**src/rtl/kcqv_pkg.sv**
```systemverilog
package kcqv_pkg;

   localparam int KEY_MAX_DEF = 32;

   localparam logic [7:0] CH_UNDERSCORE = 8'h5F;
   localparam logic [7:0] CH_COLON      = 8'h3A;
   localparam logic [7:0] CH_QUOTE      = 8'h22;
   localparam logic [7:0] CH_BACKSLASH  = 8'h5C;
   localparam logic [7:0] CH_TAB        = 8'h09;
   localparam logic [7:0] CH_CR         = 8'h0D;
   localparam logic [7:0] CH_LF         = 8'h0A;
   localparam logic [7:0] CH_SPACE      = 8'h20;
   localparam logic [7:0] CH_LOWER_T    = 8'h74;

   typedef enum logic [3:0] {
      MODE_SKIPWS    = 4'd0,
      MODE_SKIPLINE  = 4'd1,
      MODE_KEY       = 4'd2,
      MODE_PRECOLON  = 4'd3,
      MODE_POSTCOLON = 4'd4,
      MODE_VALUE     = 4'd5,
      MODE_ESC       = 4'd6,
      MODE_ESC_CR    = 4'd7
   } kcqv_mode_type;

   typedef enum logic [1:0] {
      KIND_KEY    = 2'd0,
      KIND_VALUE  = 2'd1,
      KIND_END    = 2'd2,
      KIND_UNTERM = 2'd3
   } kcqv_kind_type;

   typedef enum logic [1:0] {
      CTRL_IDLE,
      CTRL_READ,
      CTRL_KEY,
      CTRL_UNTERM
   } kcqv_state_type;

   // controller to datapath
   typedef struct packed {
      logic take;
      logic key_emit;
      logic unterm_emit;
   } kcqv_cmd_type;

   // datapath to controller
   typedef struct packed {
      logic out_free;
      logic drain;
      logic unterm_pending;
      logic drain_last;
   } kcqv_sts_type;

   function automatic logic is_blank(input logic [7:0] c);
      return (c == CH_SPACE) || (c >= CH_TAB && c <= CH_CR);
   endfunction

   function automatic logic is_eol(input logic [7:0] c);
      return (c == CH_CR) || (c == CH_LF);
   endfunction

   function automatic logic is_alpha(input logic [7:0] c);
      return (c >= 8'h41 && c <= 8'h5A) || (c >= 8'h61 && c <= 8'h7A);
   endfunction

   function automatic logic is_keych(input logic [7:0] c);
      return is_alpha(c) || (c >= 8'h30 && c <= 8'h39) || (c == CH_UNDERSCORE);
   endfunction

endpackage

```
**src/rtl/key_colon_quoted_value_scanner_core.sv**
```systemverilog
// key_colon_quoted_value_scanner_core
// scans a text stream for lines "identifier [blanks] : [blanks] "value""
// and returns the key bytes, the unescaped value bytes and an entry end
// req channel: one raw byte per word (req_in_byte), req_end_of_input marks
//   the last byte of a buffer and resets the scanner after that byte
// rsp channel: kind (key byte, value byte, entry end, unterminated value),
//   out_byte, run_last on the final word caused by one req word, and
//   key_truncated on key bytes of a key longer than KEY_MAX
// timing: a result is loaded at the edge that takes the req word and is
//   offered from the next cycle; each key byte of a drain is read from the
//   key ram in a read state and loaded into the output in the key state
// sequencing: a word with zero or one result is taken from the idle state;
//   a second result (value byte then unterminated) is loaded from an extra
//   unterm state; the opening quote drains the key from the key ram, a ram
//   read state plus an output load per key byte, before the next word is taken
// the block handles one req word at a time; req_stall is high while a key
//   drain or second result is pending or while the output register is full
//   and rsp_stall is high
// stall: a stalled rsp word holds in the output register; the next word
//   loads in the same cycle the current one is taken
// reset: synchronous, returns to blank skipping with an empty key; the key
//   ram needs no clearing, only written entries are ever read
module key_colon_quoted_value_scanner_core #(
   parameter int KEY_MAX = kcqv_pkg::KEY_MAX_DEF
) (
   input  logic       clock,
   input  logic       reset,
   input  logic       req_valid,
   output logic       req_stall,
   input  logic [7:0] req_in_byte,
   input  logic       req_end_of_input,
   output logic       rsp_valid,
   input  logic       rsp_stall,
   output logic [1:0] rsp_kind,
   output logic [7:0] rsp_out_byte,
   output logic       rsp_run_last,
   output logic       rsp_key_truncated
);

   // command and status between controller and datapath
   kcqv_pkg::kcqv_cmd_type cmd;
   kcqv_pkg::kcqv_sts_type sts;

   // sequencing: accept, key drain, trailing unterminated word
   kcqv_ctrl u_ctrl (
      .clock     (clock),
      .reset     (reset),
      .req_valid (req_valid),
      .req_stall (req_stall),
      .sts       (sts),
      .cmd       (cmd)
   );

   // scan state, key ram and output register
   kcqv_dp #(
      .KEY_MAX (KEY_MAX)
   ) u_dp (
      .clock             (clock),
      .reset             (reset),
      .req_in_byte       (req_in_byte),
      .req_end_of_input  (req_end_of_input),
      .rsp_stall         (rsp_stall),
      .rsp_valid         (rsp_valid),
      .rsp_kind          (rsp_kind),
      .rsp_out_byte      (rsp_out_byte),
      .rsp_run_last      (rsp_run_last),
      .rsp_key_truncated (rsp_key_truncated),
      .cmd               (cmd),
      .sts               (sts)
   );

endmodule

```
**src/rtl/kcqv_ram.sv**
```systemverilog
module kcqv_ram #(
   parameter int WIDTH = 8,
   parameter int DEPTH = 32
) (
   input  logic                     clock,
   input  logic                     wr_en,
   input  logic [$clog2(DEPTH)-1:0] wr_addr,
   input  logic [WIDTH-1:0]         wr_data,
   input  logic [$clog2(DEPTH)-1:0] rd_addr,
   output logic [WIDTH-1:0]         rd_data
);

   logic [WIDTH-1:0] mem_ff [DEPTH];
   logic [WIDTH-1:0] rd_data_ff;

   always_ff @(posedge clock) begin
      if (wr_en) begin
         mem_ff[wr_addr] <= wr_data;
      end
      rd_data_ff <= mem_ff[rd_addr];
   end

   assign rd_data = rd_data_ff;

endmodule

```
**src/rtl/kcqv_ctrl.sv**
```systemverilog
module kcqv_ctrl (
   input  logic                  clock,
   input  logic                  reset,
   input  logic                  req_valid,
   output logic                  req_stall,
   input  kcqv_pkg::kcqv_sts_type sts,
   output kcqv_pkg::kcqv_cmd_type cmd
);

   kcqv_pkg::kcqv_state_type state_ff, state_in;

   always_ff @(posedge clock) begin
      if (reset) begin
         state_ff <= kcqv_pkg::CTRL_IDLE;
      end else begin
         state_ff <= state_in;
      end
   end

   always_comb begin
      state_in  = state_ff;
      cmd       = '0;
      req_stall = 1'b1;
      unique case (state_ff)
         kcqv_pkg::CTRL_IDLE: begin
            req_stall = !sts.out_free;
            if (req_valid && sts.out_free) begin
               cmd.take = 1'b1;
               if (sts.drain) begin
                  state_in = kcqv_pkg::CTRL_READ;
               end else if (sts.unterm_pending) begin
                  state_in = kcqv_pkg::CTRL_UNTERM;
               end
            end
         end
         // ram address settles, data registered next cycle
         kcqv_pkg::CTRL_READ: begin
            state_in = kcqv_pkg::CTRL_KEY;
         end
         kcqv_pkg::CTRL_KEY: begin
            if (sts.out_free) begin
               cmd.key_emit = 1'b1;
               state_in = sts.drain_last ? kcqv_pkg::CTRL_IDLE : kcqv_pkg::CTRL_READ;
            end
         end
         kcqv_pkg::CTRL_UNTERM: begin
            if (sts.out_free) begin
               cmd.unterm_emit = 1'b1;
               state_in = kcqv_pkg::CTRL_IDLE;
            end
         end
         default: begin
            state_in = kcqv_pkg::CTRL_IDLE;
         end
      endcase
   end

   a_read_then_key: assert property (@(posedge clock) disable iff (reset)
      state_ff == kcqv_pkg::CTRL_READ |=> state_ff == kcqv_pkg::CTRL_KEY)
      else $error("read state not followed by key state");

   a_drain_starts: assert property (@(posedge clock) disable iff (reset)
      cmd.take && sts.drain |=> state_ff == kcqv_pkg::CTRL_READ)
      else $error("opening quote did not start key drain");

   a_single_cmd: assert property (@(posedge clock) disable iff (reset)
      $onehot0({cmd.take, cmd.key_emit, cmd.unterm_emit}))
      else $error("conflicting datapath commands");

endmodule

```
**src/rtl/kcqv_dp.sv**
```systemverilog
module kcqv_dp #(
   parameter int KEY_MAX = kcqv_pkg::KEY_MAX_DEF
) (
   input  logic                   clock,
   input  logic                   reset,
   input  logic [7:0]             req_in_byte,
   input  logic                   req_end_of_input,
   input  logic                   rsp_stall,
   output logic                   rsp_valid,
   output logic [1:0]             rsp_kind,
   output logic [7:0]             rsp_out_byte,
   output logic                   rsp_run_last,
   output logic                   rsp_key_truncated,
   input  kcqv_pkg::kcqv_cmd_type cmd,
   output kcqv_pkg::kcqv_sts_type sts
);

   localparam int ADDR_W = $clog2(KEY_MAX);
   localparam int LEN_W  = $clog2(KEY_MAX + 1);

   kcqv_pkg::kcqv_mode_type mode_ff, mode_in, mode_nx;
   logic [LEN_W-1:0]        len_ff, len_in, len_nx;
   logic                    ovf_ff, ovf_in, ovf_nx;
   logic [LEN_W-1:0]        idx_ff, idx_in, idx_inc;

   logic                    rsp_valid_ff, rsp_valid_in;
   kcqv_pkg::kcqv_kind_type kind_ff, kind_in;
   logic [7:0]              byte_ff, byte_in;
   logic                    last_ff, last_in;
   logic                    trunc_ff, trunc_in;

   logic                    wr_en;
   logic [ADDR_W-1:0]       wr_addr;
   logic [7:0]              rd_data;

   logic                    e_valid;
   kcqv_pkg::kcqv_kind_type e_kind;
   logic [7:0]              e_byte;
   logic                    vb;
   logic                    quote_open;
   logic                    unterm;
   logic                    out_free;

   // only a taken word writes the key buffer
   kcqv_ram #(
      .WIDTH (8),
      .DEPTH (KEY_MAX)
   ) u_key_ram (
      .clock   (clock),
      .wr_en   (wr_en && cmd.take),
      .wr_addr (wr_addr),
      .wr_data (req_in_byte),
      .rd_addr (idx_ff[ADDR_W-1:0]),
      .rd_data (rd_data)
   );

   // scanner step for one input byte
   always_comb begin
      mode_nx    = mode_ff;
      len_nx     = len_ff;
      ovf_nx     = ovf_ff;
      wr_en      = 1'b0;
      wr_addr    = len_ff[ADDR_W-1:0];
      e_valid    = 1'b0;
      e_kind     = kcqv_pkg::KIND_VALUE;
      e_byte     = req_in_byte;
      vb         = 1'b0;
      quote_open = 1'b0;
      unique case (mode_ff)
         kcqv_pkg::MODE_SKIPLINE: begin
            if (kcqv_pkg::is_eol(req_in_byte)) begin
               mode_nx = kcqv_pkg::MODE_SKIPWS;
            end
         end
         kcqv_pkg::MODE_KEY: begin
            if (kcqv_pkg::is_keych(req_in_byte)) begin
               if (len_ff < LEN_W'(KEY_MAX)) begin
                  wr_en  = 1'b1;
                  len_nx = len_ff + LEN_W'(1);
               end else begin
                  ovf_nx = 1'b1;
               end
            end else if (kcqv_pkg::is_blank(req_in_byte)) begin
               mode_nx = kcqv_pkg::is_eol(req_in_byte) ? kcqv_pkg::MODE_SKIPWS
                                                       : kcqv_pkg::MODE_PRECOLON;
            end else begin
               mode_nx = (req_in_byte == kcqv_pkg::CH_COLON) ? kcqv_pkg::MODE_POSTCOLON
                                                             : kcqv_pkg::MODE_SKIPLINE;
            end
         end
         kcqv_pkg::MODE_PRECOLON: begin
            if (kcqv_pkg::is_blank(req_in_byte)) begin
               if (kcqv_pkg::is_eol(req_in_byte)) begin
                  mode_nx = kcqv_pkg::MODE_SKIPWS;
               end
            end else begin
               mode_nx = (req_in_byte == kcqv_pkg::CH_COLON) ? kcqv_pkg::MODE_POSTCOLON
                                                             : kcqv_pkg::MODE_SKIPLINE;
            end
         end
         kcqv_pkg::MODE_POSTCOLON: begin
            if (kcqv_pkg::is_blank(req_in_byte)) begin
               if (kcqv_pkg::is_eol(req_in_byte)) begin
                  mode_nx = kcqv_pkg::MODE_SKIPWS;
               end
            end else if (req_in_byte == kcqv_pkg::CH_QUOTE) begin
               quote_open = 1'b1;
               mode_nx    = kcqv_pkg::MODE_VALUE;
            end else begin
               mode_nx = kcqv_pkg::MODE_SKIPLINE;
            end
         end
         kcqv_pkg::MODE_VALUE: begin
            vb = 1'b1;
         end
         kcqv_pkg::MODE_ESC: begin
            mode_nx = kcqv_pkg::MODE_VALUE;
            if (req_in_byte == kcqv_pkg::CH_CR) begin
               mode_nx = kcqv_pkg::MODE_ESC_CR;
            end else if (req_in_byte == kcqv_pkg::CH_LOWER_T) begin
               e_valid = 1'b1;
               e_byte  = kcqv_pkg::CH_TAB;
            end else if (req_in_byte != kcqv_pkg::CH_LF) begin
               e_valid = 1'b1;
            end
         end
         kcqv_pkg::MODE_ESC_CR: begin
            mode_nx = kcqv_pkg::MODE_VALUE;
            vb      = (req_in_byte != kcqv_pkg::CH_LF);
         end
         default: begin
            if (kcqv_pkg::is_blank(req_in_byte)) begin
               mode_nx = kcqv_pkg::MODE_SKIPWS;
            end else if (kcqv_pkg::is_alpha(req_in_byte)) begin
               wr_en   = 1'b1;
               wr_addr = '0;
               len_nx  = LEN_W'(1);
               ovf_nx  = 1'b0;
               mode_nx = kcqv_pkg::MODE_KEY;
            end else begin
               mode_nx = kcqv_pkg::MODE_SKIPLINE;
            end
         end
      endcase
      // plain value byte handling
      if (vb) begin
         if (req_in_byte == kcqv_pkg::CH_BACKSLASH) begin
            mode_nx = kcqv_pkg::MODE_ESC;
         end else if (req_in_byte == kcqv_pkg::CH_QUOTE) begin
            e_valid = 1'b1;
            e_kind  = kcqv_pkg::KIND_END;
            e_byte  = '0;
            mode_nx = kcqv_pkg::MODE_SKIPLINE;
         end else begin
            e_valid = 1'b1;
         end
      end
   end

   assign unterm = req_end_of_input && (mode_nx == kcqv_pkg::MODE_VALUE ||
                                        mode_nx == kcqv_pkg::MODE_ESC ||
                                        mode_nx == kcqv_pkg::MODE_ESC_CR);

   assign out_free = !rsp_valid_ff || !rsp_stall;
   assign idx_inc  = idx_ff + LEN_W'(1);

   assign sts.out_free       = out_free;
   assign sts.drain          = quote_open && !req_end_of_input;
   assign sts.unterm_pending = e_valid && unterm;
   assign sts.drain_last     = (idx_inc == len_ff);

   // scan state and key registers
   always_comb begin
      mode_in = mode_ff;
      len_in  = len_ff;
      ovf_in  = ovf_ff;
      if (cmd.take) begin
         mode_in = mode_nx;
         len_in  = len_nx;
         ovf_in  = ovf_nx;
         if (req_end_of_input) begin
            mode_in = kcqv_pkg::MODE_SKIPWS;
            len_in  = '0;
            ovf_in  = 1'b0;
         end
      end
   end

   always_comb begin
      idx_in = idx_ff;
      if (cmd.take) begin
         idx_in = '0;
      end else if (cmd.key_emit) begin
         idx_in = idx_inc;
      end
   end

   // result register
   always_comb begin
      rsp_valid_in = rsp_valid_ff && rsp_stall;
      kind_in      = kind_ff;
      byte_in      = byte_ff;
      last_in      = last_ff;
      trunc_in     = trunc_ff;
      if (cmd.take && (e_valid || unterm)) begin
         rsp_valid_in = 1'b1;
         kind_in      = e_valid ? e_kind : kcqv_pkg::KIND_UNTERM;
         byte_in      = e_valid ? e_byte : 8'h00;
         last_in      = !(e_valid && unterm);
         trunc_in     = 1'b0;
      end else if (cmd.key_emit) begin
         rsp_valid_in = 1'b1;
         kind_in      = kcqv_pkg::KIND_KEY;
         byte_in      = rd_data;
         last_in      = sts.drain_last;
         trunc_in     = ovf_ff;
      end else if (cmd.unterm_emit) begin
         rsp_valid_in = 1'b1;
         kind_in      = kcqv_pkg::KIND_UNTERM;
         byte_in      = 8'h00;
         last_in      = 1'b1;
         trunc_in     = 1'b0;
      end
   end

   always_ff @(posedge clock) begin
      if (reset) begin
         mode_ff      <= kcqv_pkg::MODE_SKIPWS;
         len_ff       <= '0;
         ovf_ff       <= 1'b0;
         idx_ff       <= '0;
         rsp_valid_ff <= 1'b0;
      end else begin
         mode_ff      <= mode_in;
         len_ff       <= len_in;
         ovf_ff       <= ovf_in;
         idx_ff       <= idx_in;
         rsp_valid_ff <= rsp_valid_in;
      end
   end

   always_ff @(posedge clock) begin
      kind_ff  <= kind_in;
      byte_ff  <= byte_in;
      last_ff  <= last_in;
      trunc_ff <= trunc_in;
   end

   assign rsp_valid         = rsp_valid_ff;
   assign rsp_kind          = kind_ff;
   assign rsp_out_byte      = byte_ff;
   assign rsp_run_last      = last_ff;
   assign rsp_key_truncated = trunc_ff;

   a_len_bound: assert property (@(posedge clock) disable iff (reset)
      len_ff <= LEN_W'(KEY_MAX))
      else $error("key length beyond buffer");

   a_ovf_full: assert property (@(posedge clock) disable iff (reset)
      ovf_ff |-> len_ff == LEN_W'(KEY_MAX))
      else $error("key overflow flagged with room left");

   a_drain_in_range: assert property (@(posedge clock) disable iff (reset)
      cmd.key_emit |-> idx_ff < len_ff)
      else $error("key drain read past buffered length");

endmodule

```
**config.mk**
```make
export PLATFORM = sky130hd
export DESIGN_NAME = key_colon_quoted_value_scanner_core
export DESIGN_NICKNAME = d
export VERILOG_FILES = /design/src/rtl/kcqv_pkg.sv /design/src/rtl/key_colon_quoted_value_scanner_core.sv /design/src/rtl/kcqv_ram.sv /design/src/rtl/kcqv_ctrl.sv /design/src/rtl/kcqv_dp.sv
export SDC_FILE = /design/constraint.sdc
export NUM_CORES = 1
export LEC_CHECK = 0
export ABC_CLOCK_PERIOD_IN_PS = 3800
export BUFFER_PORTS_ARGS = -buffer_cell sky130_fd_sc_hd__buf_2
export CAP_MARGIN = 40
export CORE_ASPECT_RATIO = 0.6
export CORE_MARGIN = 1.5
export CORE_UTILIZATION = 25
export CTS_CLUSTER_SIZE = 16
export DETAILED_ROUTE_END_ITERATION = 6
export PLACE_DENSITY_LB_ADDON = 0.3
export RECOVER_POWER = 25
export REMOVE_ABC_BUFFERS = 1
export SLEW_MARGIN = 30
export SYNTH_ARGS = -nofsm -noshare
export SYNTH_HDL_FRONTEND = slang
export SYNTH_SLANG_ARGS = --single-unit
```
**constraint.sdc**
```tcl
create_clock -name clock -period 3.8 [get_ports clock]
set_input_delay 0.57 -clock clock [delete_from_list [all_inputs] [get_ports clock]]
set_output_delay 0.57 -clock clock [all_outputs]
set_load 0.02 [all_outputs]
```
# ---- Yosys cells after proc, flatten, opt, wreduce, memory -nomap -nowiden
# Memories as Yosys holds them, arrays and structs flattened. A register that Yosys moved wholly into a read port is not among the register bits.
# Cells that the tools add are included.
dict set report totals {
  rom_bits 0
  mem_count 1
  ff_bits 32
  in_bits 13
  output_inout_bits 14
  ramBits 256
  word_cells 175
  latchBits 0
}
dict set report classes {
  n_shift 0
  multipliers 0
  n_eq_ne 32
  bitwise_logic 0
  mux 86
  addsub 2
  order_cmp 9
  div 0
  n_reduce_logical 35
}
# name words word_bits rd rd_ports_with_merged_regs wr line
set memory_table {}
lappend memory_table {u_dp.u_key_ram.mem_ff 32 8 1 1 1 kcqv_ram.sv:13} ;# logic [WIDTH-1:0] mem_ff [DEPTH];
# operator count
set ops {}
lappend ops {{8-bit two-way mux} 10}
lappend ops {{4-bit two-way mux} 10}
lappend ops {{1-bit two-way mux} 35}
lappend ops {{2-bit two-way mux} 15}
lappend ops {{6-bit two-way mux} 5}
lappend ops {{4-bit by 3-bit equality test with 1-bit output (second input constant)} 7}
lappend ops {{4-bit one-hot mux with 7 select lines} 1}
lappend ops {{8-bit by 6-bit equality test with 1-bit output (second input constant)} 3}
lappend ops {{8-bit by 7-bit equality test with 1-bit output (second input constant)} 3}
lappend ops {{8-bit by 4-bit equality test with 1-bit output (second input constant)} 2}
lappend ops {{8-bit by 7-bit greater-or-equal comparator with 1-bit output (second input constant)} 2}
lappend ops {{8-bit by 7-bit <= comparator with 1-bit output (second input constant)} 2}
lappend ops {{5-bit two-way mux} 3}
lappend ops {{6-bit by 1-bit adder with 6-bit output (second input constant)} 2}
lappend ops {{6-bit one-hot mux with 2 select lines} 1}
lappend ops {{6-bit AND reduction} 2}
lappend ops {{1-bit logical AND} 11}
lappend ops {{1-bit logical OR} 9}
lappend ops {{3-bit != test (second input constant)} 3}
lappend ops {{4-bit by 2-bit equality test with 1-bit output (second input constant)} 2}
lappend ops {{8-bit by 4-bit greater-or-equal comparator with 1-bit output (second input constant)} 1}
lappend ops {{8-bit by 6-bit greater-or-equal comparator with 1-bit output (second input constant)} 1}
lappend ops {{8-bit by 4-bit <= comparator with 1-bit output (second input constant)} 1}
lappend ops {{8-bit by 6-bit <= comparator with 1-bit output (second input constant)} 1}
lappend ops {{other kinds (19)} 32}

# ---- Logic depth before layout (Yosys ltp)
dict set report depth {
  ltp_word 19
  ltp_mapped 9
  depth_no_buf 8
}

# ---- Cells and area by module
# A second synthesis with hierarchy kept.
dict set report unflattened {
  hier_cells 680
  hier_area_um2 12264.3
}
# mod seq_area_each_um2 area_per_inst_um2 n_inst cells_per_inst
set modules_own_cells {}
lappend modules_own_cells {kcqv_ram 7847.5 10053.4 1 417}
lappend modules_own_cells {kcqv_dp 710.7 2092.0 1 249}
lappend modules_own_cells {kcqv_ctrl 40.0 118.9 1 14}

# ---- Least setup slack after synthesis
# OpenSTA, ideal clock, no wires.
dict set report synth_timing {
  kind {input port to flip-flop}
  from {in req_in_byte[4]}
  to {reg u_dp.kind_ff[0] (netlist: u_dp.rsp_kind[0]) (enable)}
  arrival_time_ns 2.711
  stages 9
  setup_time_ns 0.323
  n_path_buf 1
  path_slack_ns 0.766
  t_required_ns 3.477
  path_cell_list {or3_1 -> buf_2 -> or4_4 -> and2_4 -> o311a_1 -> o32ai_2 -> nor2_1 -> o221ai_2 -> nand2_1}
}
dict set report synth_via {
  elab_chain_cells 17
  word_cells_on_any_way 57
  cone_classes {order compare (8); eq/ne (12); mux (22); reduce/logical (15)}
}
# element line
set synth_rtl {}
lappend synth_rtl {{from (decl)} key_colon_quoted_value_scanner_core.sv:30} ;# input logic [7:0] req_in_byte,
lappend synth_rtl {{8-bit by 7-bit greater-or-equal comparator with 1-bit output / 8-bit by 7-bit <= comparator with 1-bit output (equally long branches)} kcqv_pkg.sv:64} ;# return (c >= 8'h41 && c <= 8'h5A) || (c >= 8'h61 && c <= 8'h7A);
lappend synth_rtl {{1-bit logical AND} kcqv_pkg.sv:64}
lappend synth_rtl {{1-bit logical OR} kcqv_pkg.sv:64}
lappend synth_rtl {{1-bit logical OR (2 in series)} kcqv_pkg.sv:68} ;# return is_alpha(c) || (c >= 8'h30 && c <= 8'h39) || (c == CH_UNDERSCORE);
lappend synth_rtl {{4-bit two-way mux} kcqv_dp.sv:76} ;# if (kcqv_pkg::is_keych(req_in_byte)) begin
lappend synth_rtl {{4-bit one-hot mux with 7 select lines} kcqv_dp.sv:69} ;# unique case (mode_ff)
lappend synth_rtl {{4-bit two-way mux} kcqv_dp.sv:149} ;# end else if (req_in_byte == kcqv_pkg::CH_QUOTE) begin
lappend synth_rtl {{4-bit two-way mux} kcqv_dp.sv:147} ;# if (req_in_byte == kcqv_pkg::CH_BACKSLASH) begin
lappend synth_rtl {{4-bit two-way mux} kcqv_dp.sv:146} ;# if (vb) begin
lappend synth_rtl {{4-bit by 3-bit equality test with 1-bit output (on tied branches)} {kcqv_dp.sv:160, kcqv_dp.sv:161}}
lappend synth_rtl {{1-bit logical OR} kcqv_dp.sv:160} ;# assign unterm = req_end_of_input && (mode_nx == kcqv_pkg::MODE_VALUE ||
lappend synth_rtl {{1-bit logical OR} kcqv_dp.sv:161} ;# mode_nx == kcqv_pkg::MODE_ESC ||
lappend synth_rtl {{1-bit logical AND} kcqv_dp.sv:160}
lappend synth_rtl {{1-bit logical OR (*)} kcqv_dp.sv:205} ;# if (cmd.take && (e_valid || unterm)) begin
lappend synth_rtl {{1-bit logical AND (*)} kcqv_dp.sv:205}
lappend synth_rtl {{3-bit nonzero test (no source line) (*)} --}
lappend synth_rtl {{to (signal assigned)} kcqv_dp.sv:243} ;# kind_ff <= kind_in;
lappend synth_rtl {{to (decl)} kcqv_dp.sv:27} ;# kcqv_pkg::kcqv_kind_type kind_ff, kind_in;
# Mark *: on every way between the ends. The rest lies on a longest branch, timed or not.
# A chain may end at the register's enable or synchronous reset.

# ---- Worst setup path in the final report
dict set report layout_timing {
  from {in req_in_byte[7]}
  to {mem u_dp.u_key_ram.mem_ff[5][2] (enable)}
}
dict set report layout_via {
  elab_chain_cells 10
  word_cells_on_any_way 28
  cone_classes {order compare (8); eq/ne (2); mux (9); reduce/logical (9)}
}
# element line
set layout_rtl {}
lappend layout_rtl {{8-bit by 7-bit greater-or-equal comparator with 1-bit output / 8-bit by 7-bit <= comparator with 1-bit output (equally long branches)} kcqv_pkg.sv:64}
lappend layout_rtl {{1-bit logical AND} kcqv_pkg.sv:64}
lappend layout_rtl {{1-bit logical OR} kcqv_pkg.sv:64}
lappend layout_rtl {{1-bit logical OR (2 in series)} kcqv_pkg.sv:68}
lappend layout_rtl {{1-bit two-way mux} kcqv_dp.sv:76}
lappend layout_rtl {{1-bit one-hot mux with 2 select lines} kcqv_dp.sv:69}
lappend layout_rtl {{1-bit logical AND} kcqv_dp.sv:50} ;# .wr_en (wr_en && cmd.take),
lappend layout_rtl {{1-bit two-way mux} kcqv_ram.sv:17} ;# if (wr_en) begin
lappend layout_rtl {{1-bit two-way mux (not written as such)} kcqv_ram.sv:18} ;# mem_ff[wr_addr] <= wr_data;
lappend layout_rtl {{to (decl)} kcqv_ram.sv:13}
# Parallel ways exist; a longest one is shown, timed or not.

==> PnR_summary.wiki <==
{| class="wikitable"
! Metric !! Value
|-
| Status || completed
|-
| Final cell utilization of the core || 0.298
|-
| Max cap viols || 0
|-
| Power density cells || 464 mW/mm²
|-
| Maximum level of the CTS H-tree || 1
|-
| Count of vias placed by the detailed router || 6,742
|-
| Total wirelength of the detailed-routed design || 32,600 µm
|-
| Part of the total power dissipated in the clock network || 0.411
|-
| Share of flip-flops with an asynchronous set or reset || 0
|-
| Final-report hold violation count || 0
|-
| Gate Count Post-Synth || 683
|-
| Aggregate global routing overflow || 0
|-
| Setup repair after global routing missed its margin || no
|-
| Worst slack, placed || 0.182 ns
|-
| Final-layout worst hold slack || 0.302 ns
|-
| Path category of the worst min-delay check || input port to flop
|-
| Worst-path fanout max || 12
|-
| Slew at the pin closest to its max-slew limit || 1.45 ns
|-
| GR Layer Usage met3 || 0.0408
|-
| Most used routing layer || met1
|-
| Global-route wire length before repair || 48,000 µm
|-
| Slowest library cell on the worst path || nor4_1
|-
| Number of hold-repair buffers added at the cts stage || 0
|-
| Netlist area before placement || ~0.012 mm²
|-
| Die Area || 0.0499 mm²
|-
| Height of the die || between 150 and 200 µm
|-
| Synth Register Bits || 296
|-
| Final count of negative-setup-slack endpoints || 0
|-
| Antenna violation net count after detailed routing || 0
|-
| Portion of total power attributed to sequential cells || 0.541
|-
| Final WS setup || 0.379 ns
|-
| Sink Count || 296
|-
| Average cell area after synthesis || ~18 µm²
|-
| Total number of yosys warnings || 0
|-
| Top FF cell, synth || edfxtp_1
|-
| Switch Pwr || 1.47 mW
|-
| Overall die width || 287 µm
|-
| Pins over their slew limit || 0
|-
| Slew HR || 0.0300
|-
| CTS clk-pin slew, worst paths || 0.06 ns
|-
| TritonCTS clock tree || built
|-
| Dpl cell area || 0.0135 mm²
|-
| Crit-path most repeated cell || buf_4
|-
| Core Footprint || between 0.04 and 0.05 mm²
|-
| Worst clock skew || 0.0113 ns
|-
| Post-DR vias/cell || 4.71
|-
| Clock insertion delay at the later pin of the skew report || 0.58 ns
|-
| Critical path cell sequence || clkbuf_1 > clkbuf_1 > nor4bb_1 > buf_4 > a32oi_1 > o21ai_0 > nand2b_1 > nor4_1 > nand3b_1 > buf_4 > nor2_1 > buf_4
|-
| Arrival time of data at the critical path endpoint || around 3.7 ns
|-
| Starting density of the core || 0.254
|-
| Diode insertion count for antenna repair || 0
|-
| Sequential area share after synthesis || 0.709
|-
| IR Drop Worst-Case VDD || 0.297 mV
|-
| Synth cell types || 62
|-
| DPL Wire Length || approximately 22,000 µm
|-
| Power Total || 6.63 mW
|-
| FP Rows || a little over 60
|-
| Final TNS setup || 0 ns
|-
| Final worst-path cycle share || 0.900
|-
| Fraction of layout cells with a size suffix above 1 || 0.280
|-
| Post-CTS setup buffer count || 0
|-
| Final period demand of the worst path || 3.42 ns
|-
| Number of iterations in the first detailed-routing pass || 5
|-
| Critical path endpoint category || flop
|-
| EDFF count, synth || 267
|-
| Buffer and inverter count on the worst path || 5
|-
| DP Cell Count || 1,380
|-
| Number of top-level design ports || 27
|-
| Avg WL per Cell || 22.8 µm
|-
| CTS resizes || 0
|-
| RD Place Congestion || around 0.9
|-
| Number of global-route vias before repair || 6,586
|-
| Area growth syn-to-layout || 17.7%
|-
| Top delay family on crit path || simple AND/OR/NAND/NOR gates
|-
| Met2 track utilization from global routing || 0.160
|-
| Fmax achieved || 292 MHz
|-
| Final net count || 784
|-
| WS Path Type || input port to flop
|-
| Antenna violations before repair || 2
|-
| Switching fraction of total power || 0.222
|-
| Remaining DRCs || 0
|-
| TritonCTS Buffers || 27
|-
| Logic gate share of total power || 0.048
|-
| Maximum cell stage delay along the critical path || 0.51 ns
|-
| Clock tree buffer depth || 3
|-
| Met1 usage || 0.223
|-
| Maximum number of pins on one net before global-route repair || 35
|-
| Area of all placed cells without fillers || 0.0143 mm²
|-
| Worst setup SP type || input port
|-
| Fin cells || 1,430
|-
| Leakage power total || approximately 4.4 nW
|-
| Power Internal || 5.16 mW
|-
| Clock Tree Root || clkbuf_16
|-
| Number of I/O port buffers || 26
|-
| Total GRT Usage || 0.132
|-
| Data required time at the worst endpoint || 4.09 ns
|-
| Detailed Route Iter0 Violations || 859
|}
-- flip-flops by register name, indices dropped and copies added (netlist names), 2 cells and up --
register	count
u_dp.rsp_kind	2
u_dp.idx_ff	6
u_dp.rsp_out_byte	8
u_dp.u_key_ram.rd_data	8
u_dp.len_ff	6
u_dp.u_key_ram.mem_ff	256
u_dp.mode_ff	4
u_ctrl.state_ff	2
-- kinds of logic (layout without fill, tap and decap cells) --
logic type / Yosys count / count (layout) / share of synthesized area
xor gates and xnor gates: 15 / 15 / 0.0108
DFF: 296 / 296 / 0.709
AOI/OAI and AO/OA: 69 / 69 / 0.0390
and+or+nand+nor: 163 / 163 / 0.0666
adders and majority gates: 2 / 2 / 0.00206
buffers and inverters: 48 / 155 / 0.0153
muxes: 90 / 90 / 0.158
-- cell type report --
cell class                 instances  area, µm²
timing repair buffer              93        623
fill                            4690      33600
inverter                          12       45.0
clock inverter                    12        126
clock buffer                      38        727
multi-input combinational        339       3350
tap                              640        801
sequential                       296       8610
-- placed cells by master (no fill, tap or decap), types with 3 or more instances in the layout --
cell       count
clkinv_2       6
nor2_1        72
a21oi_1       17
nand4_1        4
o211ai_1       3
nor2b_1        4
nor3_1        13
and2_1         3
buf_2         22
edfxtp_1     267
xnor2_1        7
clkbuf_1      22
mux4_2        80
or3_1          3
nand3b_1       7
and3_1         4
o21ai_0       15
nand2_1       18
a22o_1         5
nor4_1         3
dfxtp_1       27
inv_1         11
a31oi_1        5
nand2b_1       5
nand3_1       14
xor2_1         8
buf_4         57
mux2_2         9
clkbuf_16     27
-- metal layers --
layer | routed length (µm) | vias to the layer above
li1 | - | 2931
met1 | 16800 | 3502
met2 | 12000 | 265
met3 | 3190 | 44
met4 | 522 | 0
met5 | 0 | -
-- cells in the mapped netlist (2+ instances only) --
cell	instances	area share
buf_1	8	0.0025
a22oi_1	2	0.0012
nor4_1	3	0.0015
and2_1	3	0.0015
xor2_1	8	0.0058
o21ai_0	15	0.0062
or3_1	3	0.0015
nand2_1	18	0.0056
dfxtp_1	29	0.048
nand2b_1	5	0.0026
mux4_2	80	0.15
nand4_1	4	0.0021
edfxtp_1	267	0.66
buf_2	4	0.0016
and3_1	4	0.0021
mux2_2	9	0.0084
nand3_1	14	0.0058
a211o_1	2	0.0014
clkbuf_1	24	0.0074
o211ai_1	3	0.0019
a21oi_1	17	0.0070
o21a_1	2	0.0012
inv_1	11	0.0034
nor2_1	72	0.022
ha_1	2	0.0021
a22o_1	5	0.0036
a31oi_1	5	0.0026
nor2b_1	4	0.0021
nor3_1	13	0.0054
or3b_2	2	0.0014
xnor2_1	7	0.0051
a211oi_1	2	0.0012
nand3b_1	7	0.0043
-- power by group through the flow --
stage | clock [mW] | sequential, mW | combinational [mW]
after floorplan | 0 | 3.67 | 0.141
after global placement | 0 | 3.66 | 0.321
after detailed placement | 0 | 3.66 | 0.321
after CTS | 2.78 | 3.59 | 0.321
after global routing | 2.92 | 3.59 | 0.344
final | 2.72 | 3.59 | 0.316
-- final timing paths --
check	from	end	slack, ns	cells after the start
setup / recovery	req_in_byte[7]	u_dp.u_key_ram.mem_ff[5][2]	0.38	12
hold / removal	reset	u_dp.mode_ff[1]	0.30	2
setup reg to reg	u_dp.mode_ff[1]	u_dp.rsp_out_byte[0]	0.90	8
hold reg to reg	u_dp.ovf_ff	u_dp.ovf_ff	0.50	2
-- worst register-to-register path, stage by stage, from the launching register on --
cell       delay [ns]
dfxtp_1          0.53
inv_1            0.17
nor4_1           0.42
a21oi_1          0.12
o2111ai_1        0.26
a21oi_1          0.06
o21ai_0          0.36
o221ai_2         0.18
nand2_1          0.42
Note: power is estimated with default switching activity, not from simulation.
